### config.mk
export PLATFORM = sky130hd
export DESIGN_NAME = vigenere_stream_cipher
export DESIGN_NICKNAME = d
export VERILOG_FILES = /design/src/sv/vsc_pkg.sv /design/src/sv/vigenere_stream_cipher.sv
export VERILOG_INCLUDE_DIRS = /design/src /design/src/sv
export SDC_FILE = /design/constraint.sdc
export NUM_CORES = 1
export LEC_CHECK = 0
export CAP_MARGIN = 20
export CORE_ASPECT_RATIO = 0.75
export CORE_UTILIZATION = 34
export CTS_BUF_LIST = sky130_fd_sc_hd__clkbuf_16
export DETAILED_ROUTE_END_ITERATION = 10
export DONT_BUFFER_PORTS = 1
export HOLD_SLACK_MARGIN = 0.08
export SLEW_MARGIN = 10
export SYNTH_ARGS = -nofsm -noshare
export SYNTH_HDL_FRONTEND = slang
export SYNTH_SLANG_ARGS = --single-unit
export TNS_END_PERCENT = 10
### constraint.sdc
create_clock -name clock -period 15.2 [get_ports clock]
set_input_delay 3.04 -clock clock [delete_from_list [all_inputs] [get_ports clock]]
set_output_delay 3.04 -clock clock [all_outputs]
set_load 0.1 [all_outputs]
### src/sv/vigenere_stream_cipher_assert.svh
// ----------------------------------------------------------------------------
// vigenere_stream_cipher_assert.svh
// Assertion macros shared by the cipher RTL; define ASSERT_OFF to drop them.
// ----------------------------------------------------------------------------
`ifndef VIGENERE_STREAM_CIPHER_ASSERT_SVH
`define VIGENERE_STREAM_CIPHER_ASSERT_SVH

`ifndef ASSERT_OFF

// Check a property on every clock edge outside reset.
`define VSC_ASSERT(lbl, clk, rst, prop, msg) \
   lbl: assert property (@(posedge clk) disable iff (rst) prop) else $error(msg);

// Check a property on every clock edge, reset included.
`define VSC_ASSERT_ALWAYS(lbl, clk, prop, msg) \
   lbl: assert property (@(posedge clk) prop) else $error(msg);

`else

`define VSC_ASSERT(lbl, clk, rst, prop, msg)
`define VSC_ASSERT_ALWAYS(lbl, clk, prop, msg)

`endif

`endif

### src/sv/vsc_pkg.sv
// ----------------------------------------------------------------------------
// vsc_pkg
// Types, constants and symbol mapping for the Vigenere stream cipher.
// ----------------------------------------------------------------------------
package vsc_pkg;

   localparam int SYM_W       = 5;
   localparam int BYTE_W      = 8;
   localparam int SLOT_W      = 7;
   localparam int MOD_W       = 7;
   localparam int LEN_W       = 8;
   localparam int CSR_IDX_W   = 2;
   localparam int CSR_DATA_W  = 8;
   localparam int REQ_TDATA_W = 24;
   localparam int REQ_TUSER_W = 1;
   localparam int RSP_TDATA_W = 8;
   localparam int LEN_MAX     = 128;

   localparam logic [SYM_W-1:0]  SYM_SPACE = 5'd26;
   localparam logic [MOD_W-1:0]  MOD_MIN   = 7'd27;
   localparam logic [MOD_W-1:0]  MOD_MAX   = 7'd64;
   localparam logic [LEN_W-1:0]  LEN_RESET = 8'd1;

   localparam logic [BYTE_W-1:0] ASCII_LF      = 8'd10;
   localparam logic [BYTE_W-1:0] ASCII_SPACE   = 8'd32;
   localparam logic [BYTE_W-1:0] ASCII_UPPER_A = 8'd65;
   localparam logic [BYTE_W-1:0] ASCII_UPPER_Z = 8'd90;
   localparam logic [BYTE_W-1:0] ASCII_LOWER_A = 8'd97;
   localparam logic [BYTE_W-1:0] ASCII_LOWER_Z = 8'd122;
   localparam logic [BYTE_W-1:0] CASE_BIT      = 8'd32;
   localparam logic [BYTE_W-1:0] OUT_OFFSET    = 8'd65;

   typedef enum logic [CSR_IDX_W-1:0] {
      CSR_DECRYPT_MODE = 2'd0,
      CSR_MODULUS      = 2'd1,
      CSR_KEY_LENGTH   = 2'd2
   } csr_index_type;

   typedef enum logic {
      ACT_LOAD    = 1'b0,
      ACT_PROCESS = 1'b1
   } action_type;

   typedef struct packed {
      logic             valid;
      logic [SYM_W-1:0] sym;
   } sym_result_type;

   // Map a raw byte to a cipher symbol; invalid bytes come back with valid low.
   function automatic sym_result_type byte_to_symbol(input logic [BYTE_W-1:0] b);
      sym_result_type    r;
      logic [BYTE_W-1:0] folded;
      logic [BYTE_W-1:0] diff;
      r.valid = 1'b0;
      r.sym   = SYM_SPACE;
      folded  = b;
      diff    = '0;
      if (b == ASCII_LF || b == ASCII_SPACE) begin
         r.valid = 1'b1;
      end else begin
         if (b >= ASCII_UPPER_A && b <= ASCII_UPPER_Z) begin
            folded = b | CASE_BIT;
         end
         if (folded >= ASCII_LOWER_A && folded <= ASCII_LOWER_Z) begin
            diff    = folded - ASCII_LOWER_A;
            r.valid = 1'b1;
            r.sym   = diff[SYM_W-1:0];
         end
      end
      return r;
   endfunction

   // Space for the space symbol, else the value offset from upper-case A.
   function automatic logic [BYTE_W-1:0] symbol_to_ascii(input logic [MOD_W-1:0] v);
      logic [BYTE_W-1:0] r;
      if (v == MOD_W'(SYM_SPACE)) begin
         r = ASCII_SPACE;
      end else begin
         r = BYTE_W'(v) + OUT_OFFSET;
      end
      return r;
   endfunction

endpackage

### src/sv/vigenere_stream_cipher.sv
// ----------------------------------------------------------------------------
// vigenere_stream_cipher - Vigenere cipher over a-z plus space, one byte a cycle unless rsp_tready stalls
// An accepted byte passes through the stage 1 registers and then the result register to rsp_tdata.
// Throughput: 1 transaction per cycle while the result channel is not stalled by rsp_tready.
// Reset: synchronous; position 0, encrypt, modulus 27, key length 1; key store not cleared
// ----------------------------------------------------------------------------
`include "vigenere_stream_cipher_assert.svh"

module vigenere_stream_cipher #(
   parameter int KEY_DEPTH = 128
) (
   input  logic                              clock,
   input  logic                              reset,
   // Input channel.
   input  logic                              req_tvalid,
   output logic                              req_tready,
   // [6:0] key_slot, [11:7] key_symbol, [19:12] data_byte, [23:20] zero
   input  logic [vsc_pkg::REQ_TDATA_W-1:0]   req_tdata,
   // [0] action
   input  logic [vsc_pkg::REQ_TUSER_W-1:0]   req_tuser,
   // Result channel.
   output logic                              rsp_tvalid,
   input  logic                              rsp_tready,
   // [7:0] out_byte
   output logic [vsc_pkg::RSP_TDATA_W-1:0]   rsp_tdata,
   // Configuration write port.
   input  logic                              csr_we,
   input  logic [vsc_pkg::CSR_IDX_W-1:0]     csr_index,
   input  logic [vsc_pkg::CSR_DATA_W-1:0]    csr_wdata
);

   import vsc_pkg::*;

   // The key store is never cleared: entries hold garbage until loaded.
   // Key length is capped by the store depth as well as by the fixed maximum.
   localparam int LEN_LIM = (KEY_DEPTH < LEN_MAX) ? KEY_DEPTH : LEN_MAX;
   localparam int POS_W   = (LEN_LIM > 1) ? $clog2(LEN_LIM) : 1;
   localparam int ADDR_W  = (KEY_DEPTH > 1) ? $clog2(KEY_DEPTH) : 1;
   localparam logic [LEN_W-1:0] LEN_LIM_V = LEN_W'(LEN_LIM);

   // ------------------------------------------------------------------------
   // Configuration registers
   // ------------------------------------------------------------------------
   logic             decrypt_ff, decrypt_in;
   logic [MOD_W-1:0] modulus_ff, modulus_in;
   logic [LEN_W-1:0] key_length_ff, key_length_in;

   always_comb begin
      decrypt_in    = decrypt_ff;
      modulus_in    = modulus_ff;
      key_length_in = key_length_ff;
      if (csr_we) begin
         case (csr_index)
            CSR_DECRYPT_MODE: begin
               decrypt_in = csr_wdata[0];
            end
            CSR_MODULUS: begin
               // Clamp so that a single correction always brings a sum in range.
               modulus_in = csr_wdata[MOD_W-1:0];
               if (csr_wdata[MOD_W-1:0] < MOD_MIN) begin
                  modulus_in = MOD_MIN;
               end else if (csr_wdata[MOD_W-1:0] > MOD_MAX) begin
                  modulus_in = MOD_MAX;
               end
            end
            CSR_KEY_LENGTH: begin
               key_length_in = csr_wdata[LEN_W-1:0];
               if (csr_wdata[LEN_W-1:0] == '0) begin
                  key_length_in = LEN_RESET;
               end else if (csr_wdata[LEN_W-1:0] > LEN_LIM_V) begin
                  key_length_in = LEN_LIM_V;
               end
            end
            default: begin
               // Writes to unused indexes are dropped.
            end
         endcase
      end
   end

   // ------------------------------------------------------------------------
   // Input decode and handshake
   // ------------------------------------------------------------------------
   logic              act_process;
   logic [SLOT_W-1:0] in_slot;
   logic [SYM_W-1:0]  in_ksym;
   logic [SYM_W-1:0]  in_ksym_sat;
   logic [BYTE_W-1:0] in_byte;
   sym_result_type    in_sym;

   assign act_process = (req_tuser[0] == ACT_PROCESS);
   assign in_slot     = req_tdata[SLOT_W-1:0];
   assign in_ksym     = req_tdata[SLOT_W+SYM_W-1:SLOT_W];
   assign in_byte     = req_tdata[SLOT_W+SYM_W+BYTE_W-1:SLOT_W+SYM_W];
   assign in_sym      = byte_to_symbol(in_byte);
   assign in_ksym_sat = (in_ksym > SYM_SPACE) ? SYM_SPACE : in_ksym;

   // Stage 1 holds a mapped symbol and its key; stage 2 is the result register.
   logic s1_valid_ff, s1_valid_in;
   logic rsp_valid_ff, rsp_valid_in;
   logic s2_free;
   logic s1_move;
   logic accept;
   logic take_byte;
   logic load_key;

   assign s2_free    = !rsp_valid_ff || rsp_tready;
   assign s1_move    = s1_valid_ff && s2_free;
   assign req_tready = !s1_valid_ff || s2_free;
   assign accept     = req_tvalid && req_tready;
   // Only letters, space and newline occupy the pipeline; anything else drops.
   assign take_byte  = accept && act_process && in_sym.valid;

   // ------------------------------------------------------------------------
   // Key store and key position
   // ------------------------------------------------------------------------
   logic [ADDR_W+SLOT_W-1:0] slot_ext;
   logic [ADDR_W-1:0]        wr_addr;
   logic [ADDR_W-1:0]        rd_addr;
   logic [POS_W-1:0]         key_pos_ff, key_pos_in;
   logic [LEN_W:0]           pos_inc;

   assign slot_ext = (ADDR_W+SLOT_W)'(in_slot);
   assign wr_addr  = slot_ext[ADDR_W-1:0];
   // Loads beyond the store are ignored.
   assign load_key = accept && !act_process
                     && (slot_ext < (ADDR_W+SLOT_W)'(KEY_DEPTH));
   assign rd_addr  = ADDR_W'(key_pos_ff);
   assign pos_inc  = (LEN_W+1)'(key_pos_ff) + (LEN_W+1)'(1);

   always_comb begin
      key_pos_in = key_pos_ff;
      if (take_byte) begin
         // Wrap when reaching or passing the length, even if it was lowered.
         if (pos_inc >= (LEN_W+1)'(key_length_ff)) begin
            key_pos_in = '0;
         end else begin
            key_pos_in = pos_inc[POS_W-1:0];
         end
      end
   end

   logic [SYM_W-1:0] key_mem [KEY_DEPTH];
   logic [SYM_W-1:0] key_rd_ff;

   // Read at acceptance: every earlier load has already landed, so no bypass.
   always_ff @(posedge clock) begin
      if (load_key) begin
         key_mem[wr_addr] <= in_ksym_sat;
      end
   end

   always_ff @(posedge clock) begin
      if (take_byte) begin
         key_rd_ff <= key_mem[rd_addr];
      end
   end

   // ------------------------------------------------------------------------
   // Stage 1 payload and valid
   // ------------------------------------------------------------------------
   logic [SYM_W-1:0] s1_sym_ff, s1_sym_in;

   always_comb begin
      s1_valid_in = s1_valid_ff;
      if (s1_move) begin
         s1_valid_in = 1'b0;
      end
      if (take_byte) begin
         s1_valid_in = 1'b1;
      end
      s1_sym_in = take_byte ? in_sym.sym : s1_sym_ff;
   end

   // ------------------------------------------------------------------------
   // Add or subtract the key modulo the modulus, then map back to ASCII
   // ------------------------------------------------------------------------
   logic [MOD_W-1:0]  sym_x, key_x;
   logic [MOD_W-1:0]  sum_raw;
   logic [MOD_W-1:0]  cipher_val;
   logic [BYTE_W-1:0] rsp_data_ff, rsp_data_in;

   assign sym_x = MOD_W'(s1_sym_ff);
   assign key_x = MOD_W'(key_rd_ff);

   always_comb begin
      sum_raw    = sym_x + key_x;
      cipher_val = sum_raw;
      if (!decrypt_ff) begin
         if (sum_raw >= modulus_ff) begin
            cipher_val = sum_raw - modulus_ff;
         end
      end else begin
         if (sym_x >= key_x) begin
            cipher_val = sym_x - key_x;
         end else begin
            cipher_val = sym_x + modulus_ff - key_x;
         end
      end
   end

   always_comb begin
      rsp_valid_in = rsp_valid_ff;
      if (rsp_tready) begin
         rsp_valid_in = 1'b0;
      end
      if (s1_move) begin
         rsp_valid_in = 1'b1;
      end
      rsp_data_in = s1_move ? symbol_to_ascii(cipher_val) : rsp_data_ff;
   end

   assign rsp_tvalid = rsp_valid_ff;
   assign rsp_tdata  = rsp_data_ff;

   // ------------------------------------------------------------------------
   // Registers
   // ------------------------------------------------------------------------
   always_ff @(posedge clock) begin
      if (reset) begin
         decrypt_ff    <= 1'b0;
         modulus_ff    <= MOD_MIN;
         key_length_ff <= LEN_RESET;
         key_pos_ff    <= '0;
         s1_valid_ff   <= 1'b0;
         rsp_valid_ff  <= 1'b0;
      end else begin
         decrypt_ff    <= decrypt_in;
         modulus_ff    <= modulus_in;
         key_length_ff <= key_length_in;
         key_pos_ff    <= key_pos_in;
         s1_valid_ff   <= s1_valid_in;
         rsp_valid_ff  <= rsp_valid_in;
      end
   end

   // Payload holds no reset.
   always_ff @(posedge clock) begin
      s1_sym_ff   <= s1_sym_in;
      rsp_data_ff <= rsp_data_in;
   end

   // ------------------------------------------------------------------------
   // Assertions
   // ------------------------------------------------------------------------
   `VSC_ASSERT_ALWAYS(a_reset_clears_rsp, clock, reset |=> !rsp_tvalid, "rsp valid after reset")
   `VSC_ASSERT(a_full_blocks_input, clock, reset, s1_valid_ff && rsp_valid_ff && !rsp_tready |-> !req_tready, "input taken while pipeline full")
   `VSC_ASSERT(a_stage1_advances, clock, reset, s1_valid_ff && s2_free |=> rsp_tvalid, "stage 1 item lost on advance")
   `VSC_ASSERT(a_pos_holds, clock, reset, !take_byte |=> $stable(key_pos_ff), "key position moved without a valid byte")
   `VSC_ASSERT(a_pos_in_range, clock, reset, (LEN_W+1)'(key_pos_ff) < (LEN_W+1)'(LEN_LIM), "key position beyond key store")

endmodule
### Word-level counts from Yosys, hierarchy flattened

Memories as Yosys holds them, arrays and structs flattened. A register that Yosys moved wholly into a read port is not among the register bits.
Index checks and enable logic that the tools add are counted.

* reduce and logical (&&, ||, !) cells: 22
* equality and inequality tests: 5
* add/sub/neg operators: 8
* order comparisons: 12
* bitwise operators: 1
* multiplexer cells: 19

Operators with widths (number)
* $mux 7: 6
* $mux 8: 3
* $ge 8x7->1 const B: 2
* $le 8x7->1 const B: 2
* $mux 6: 2
* $add 7x1->8 const B: 1
* $add 7x7->8 const B: 1
* $eq 8x4->1 const B: 1
* $eq 8x6->1 const B: 1
* $ge 8x8->1: 1
* $gt 8x8->1 const B: 1
* $logic_and 1x1->1: 8
* $logic_not 8->1: 1
* $lt 7x8->1 const B: 1
* $add 5x7->7: 1
* $eq 7x5->1 const B: 1
* $ge 6x7->1: 1
* $gt 7x7->1 const B: 1
* $lt 7x5->1 const B: 1
* $mux 1: 7
* $sub 6x7->7: 1
* $sub 7x5->7: 1
* $add 5x5->6: 1
* $reduce_and 2->1: 3
* other kinds (13): 18

* output and inout bits: 10
* memories kept: 1
* register bits: 38
* input port bits: 40
* word-level logic and storage cells: 76
* bits in writable memories: 640

Memory list
* key_mem: depth 128, bits a word 5, read ports 1, clocked after memory_dff 1, wr ports 1, RTL line vigenere_stream_cipher.sv:143 `logic [SYM_W-1:0] key_mem [KEY_DEPTH];`

### Depth between registers and ports, before layout

* depth after elaboration: 10
* gate-level depth with buffers: 18
* gate-level depth less buffers: 16

### Worst setup path before layout

No wires, ideal clock.

* path kind: input to register
* start point: input req_tdata[9] (netlist name)
* end point: memory key_mem[0][2], data pin
* arrival: 8.211 ns
* setup time: 1.243 ns
* stages: 1
* data required time: 13.957 ns
* path buffers: 0
* slack: 5.746 ns
* cell sequence: a21boi_0

* longest elaborated chain between the ends: 2

Ends and longest elaborated chain
* start: declaration: RTL line vigenere_stream_cipher.sv:18 `input logic [vsc_pkg::REQ_TDATA_W-1:0] req_tdata,`
* $gt 5x5->1: RTL line vigenere_stream_cipher.sv:96 `assign in_ksym_sat = (in_ksym > SYM_SPACE) ? SYM_SPACE : in_ksym;`
* $mux 5 *: RTL line vigenere_stream_cipher.sv:96
* end: declaration: RTL line vigenere_stream_cipher.sv:143

Mark *: on every way between the ends. The rest lies on a longest branch, timed or not.

### Worst setup path in the final report

* start point: input rsp_tready
* end point: output req_tready

* longest elaborated chain between the ends: 2

Ends and longest elaborated chain
* start: declaration: RTL line vigenere_stream_cipher.sv:23 `input logic rsp_tready,`
* $logic_or 1x1->1: RTL line vigenere_stream_cipher.sv:107 `assign s2_free = !rsp_valid_ff || rsp_tready;`
* $logic_or 1x1->1: RTL line vigenere_stream_cipher.sv:109 `assign req_tready = !s1_valid_ff || s2_free;`
* end: declaration: RTL line vigenere_stream_cipher.sv:16 `output logic req_tready,`

No other way between the ends.

==> summary.txt <==
Final layout
  – Design area: 32000 µm²
  – Area Growth Syn to Fin: 12.5%
  – Non-filler cells, final: about 2700
  – Share of the core filled with cells: 0.388
  – Layout cells sized above 1: 0.224
  – N_diodes: 0
  – Nets: 1595

Worst setup path
  – Delay-heaviest family, CP: simple AND/OR/NAND/NOR gates
  – Endpoint class of the critical path: primary output
  – FF-to-FF Start: key_rd_ff[0]
  – CP Data Required Time: ~12 ns
  – Worst r2r dst: rsp_tdata[3]
  – CP bufs+invs: 1
  – CP Cell Sequence: nor2b_1 > nand2_1 > buf_4
  – Worst Reg-to-Reg Cells: 14
  – Slowest CP cell: buf_4
  – R2R Setup Slk: ~11 ns
  – Crit path DAT: 3.59 ns
  – Worst setup path category: input port to primary output
  – Worst-path fanout max: 4
  – CP peak stage delay: between 0.2 and 0.3 ns
  – Startpoint Class: input port

Power and ir drop
  – Maximum vdd ir drop: between 0.07 and 0.08 mV
  – Leak: about 9.6 nW
  – P per Cell Area: 122 nW/µm²
  – Overall Power: 3.91 mW

Synthesis
  – Synth Area in Compound Gates: 0.0218
  – Warnings from Yosys: 0
  – Largest family of logic cells by synthesized area: multiplexers
  – Seq/Total Area, Yosys: 0.712
  – Post-Synth Adder-Cell Area: 0.0219
  – Fraction of registers with async set/reset: 0
  – Synth Area in XOR/XNOR: 0.00647
  – #FFs+latches synth: 683
  – Gate Count Post-Synth: roughly 1500
  – Fraction of synthesized area in multiplexers: 0.172
  – Top FF cell, synth: edfxtp_1
  – Post-synth EDFFs: 658
  – Syn avg cell area: 19.1 µm²
  – Post-Syn Area: 28400 µm²
  – Synth cell types: 56
  – Syn_nets: around 1600
  – Post-synthesis simple-gate area fraction: 0.0491

Place
  – Dpl cells: around 2600
  – Post-DP Area: around 30000 µm²
  – Post-Place Setup Slack: 8.57 ns
  – IO Port Bufs: 0
  – RePlAce Congestion: 0.792
  – DP HPWL: slightly below 40 mm

STA
  – RSZ-0062 raised after global routing: false
  – Slew Limit Headroom: 0.312
  – Skew final: 0.0203 ns
  – Fmax: 151 MHz
  – Final Slew Violations: 0
  – Final hold vios: 0
  – Final setup TNS: 0 ns
  – Post-layout min period: between 6 and 7 ns
  – Least-Margin Pin Slew: between 1 and 1.5 ns
  – Hold slack: between 0.4 and 0.5 ns
  – Setup ws final: 8.57 ns
  – Final setup viols: 0
  – Fin crit share: 0.436

Clocking
  – Worst skew pair latency: 0.61 ns
  – Post-CTS Resized: 0
  – Htree depth: 3
  – Root Buffer: clkbuf_16
  – CTS tree: yes
  – Num CTS Buffers: 69
  – Clock tree buffer depth: 3
  – CTS Hold Bufs: 0
  – Worst-path clk slew: roughly 0.060 ns
  – Post-CTS Setup Bufs: 0
  – Clk sink count: 683

Floorplanning
  – Die X: 336 µm
  – Std-Cell Rows: 91
  – Core region area: slightly above 80000 µm²
  – Starting Density: 0.345
  – Die area: 84800 µm²
  – IO Pins: 50
  – Die Height: 252 µm

GRT
  – First-pass GRT wire length: between 90 and 100 mm
  – Vias in the first global route: 14085
  – Largest net degree at the start of global routing: 132
  – Total gr overflow: 0
  – Initial antenna violation count: 0
  – GRT Overall Usage: 0.151

Drt
  – Via density: 5.23
  – Vias: between 10000 and 15000
  – DR iter-0 viols: between 1500 and 2000
  – Pre-antenna DRT Iters: 5
  – Routed WL: ~63 mm
  – # DRC: 0
  – Remaining antenna violation count: 0
  – DR WL/cell: 23.6 µm

Status
  – Status: finished, final reports clean

Hold path
  – Hold EP: modulus_ff[3]
  – Hold crit path type: flip-flop to flip-flop
  – Hold path cells: 1
  – Hold Startpoint: modulus_ff[3]

Flow run
  – Max_cap viols: 0
metal layers:
layer,wire length (µm),track usage,vias to the layer above
li1,-,-,6062
met3,5620,0.0443,85
met1,28900,0.227,7319
met4,1190,0.0371,0
met2,27500,0.214,551
met5,0,0,-
power by group:
part	total [mW]	switching (mW)	internal, mW
logic	0.125	0.0810	0.0444
registers	2.08	0.00706	2.07
clock network	1.70	0.708	0.996
cell usage after synthesis (7+ instances only):
library cell  number  area share
a21oi_1           38      0.0067
and3_1             7      0.0015
buf_1             12      0.0016
buf_2             10      0.0018
clkbuf_1          42      0.0055
dfxtp_1           25       0.018
edfxtp_1         658        0.69
fa_1               8      0.0056
ha_1              37       0.016
inv_1             41      0.0054
mux2_2             8      0.0032
mux2i_1            7      0.0025
mux4_2           210        0.17
nand2_1           37      0.0049
nand2b_1          11      0.0024
nand3_1           16      0.0028
nand3b_1           8      0.0021
nor2_1           175       0.023
nor2b_1           16      0.0035
nor3_1            11      0.0019
nor3b_1           10      0.0026
o21ai_0           15      0.0026
xnor2_1           14      0.0043
xor2_1             7      0.0022
state kept, by name, summed over array words and instances, names as in the netlist:
name / count
key_rd_ff: 5
s1_valid_ff: 1
key_length_ff: 8
decrypt_ff: 1
s1_sym_ff: 5
key_mem: 640
key_pos_ff: 7
rsp_tvalid: 1
rsp_tdata: 8
modulus_ff: 7
area by class of cell:
type / count / area (µm²)
Multi-Input combinational cell: 696 / 7750
Clock inverter: 53 / 459
Clock buffer: 72 / 1800
Sequential cell: 683 / 20300
Inverter: 41 / 154
Tap cell: 1116 / 1400
Timing Repair Buffer: 19 / 163
Fill cell: 7348 / 50600
worst register-to-register path, delay by kind of cell, from the launching register on:
kind	cells	cell delay (ns)
AOI/OAI and AO/OA	4	1.22
xor gates and xnor gates	1	0.33
adders and majority gates	4	1.37
DFF	1	0.41
muxes	1	0.27
and+or+nand+nor	4	0.76
worst max path at each step:
stage / startpoint / to / slack, ns / cells after the start
final: rsp_tready / req_tready / 8.57 / 3
after global routing: rsp_tready / req_tready / 8.52 / 3
after CTS: rsp_tready / req_tready / 8.57 / 3
after detailed placement: rsp_tready / req_tready / 8.57 / 3
after global placement: rsp_tready / req_tready / 8.55 / 3
after floorplan: req_tdata[9] / key_mem[0][2] / 5.75 / 1
cells in the final DEF (no fill, tap or decap), drive strengths merged, types with 5 or more instances in the layout:
master / Yosys / layout
clkinv: 0 / 27
a21o: 5 / 5
o31ai: 6 / 6
mux2i: 7 / 7
nand2: 37 / 37
inv: 41 / 59
nor2: 175 / 175
nor2b: 16 / 16
buf: 29 / 19
fa: 8 / 8
mux2: 8 / 8
and3: 7 / 7
a31oi: 6 / 6
dfxtp: 25 / 25
bufinv: 0 / 8
ha: 37 / 37
o21ai: 16 / 16
nand3b: 8 / 8
xor2: 7 / 7
a21oi: 38 / 38
mux4: 210 / 210
xnor2: 14 / 14
nand2b: 11 / 11
nand3: 16 / 16
nor3: 11 / 11
nor3b: 12 / 12
edfxtp: 658 / 658
clkbuf: 43 / 72
logic make-up after synthesis:
kind of cell | count (synthesis)
compound gates | 98
fa+ha+maj | 45
xor+xnor | 21
mux | 225
simple gates | 307
buf+inv | 113
flops | 683
No activity file was read; power rests on OpenSTA's default activity.
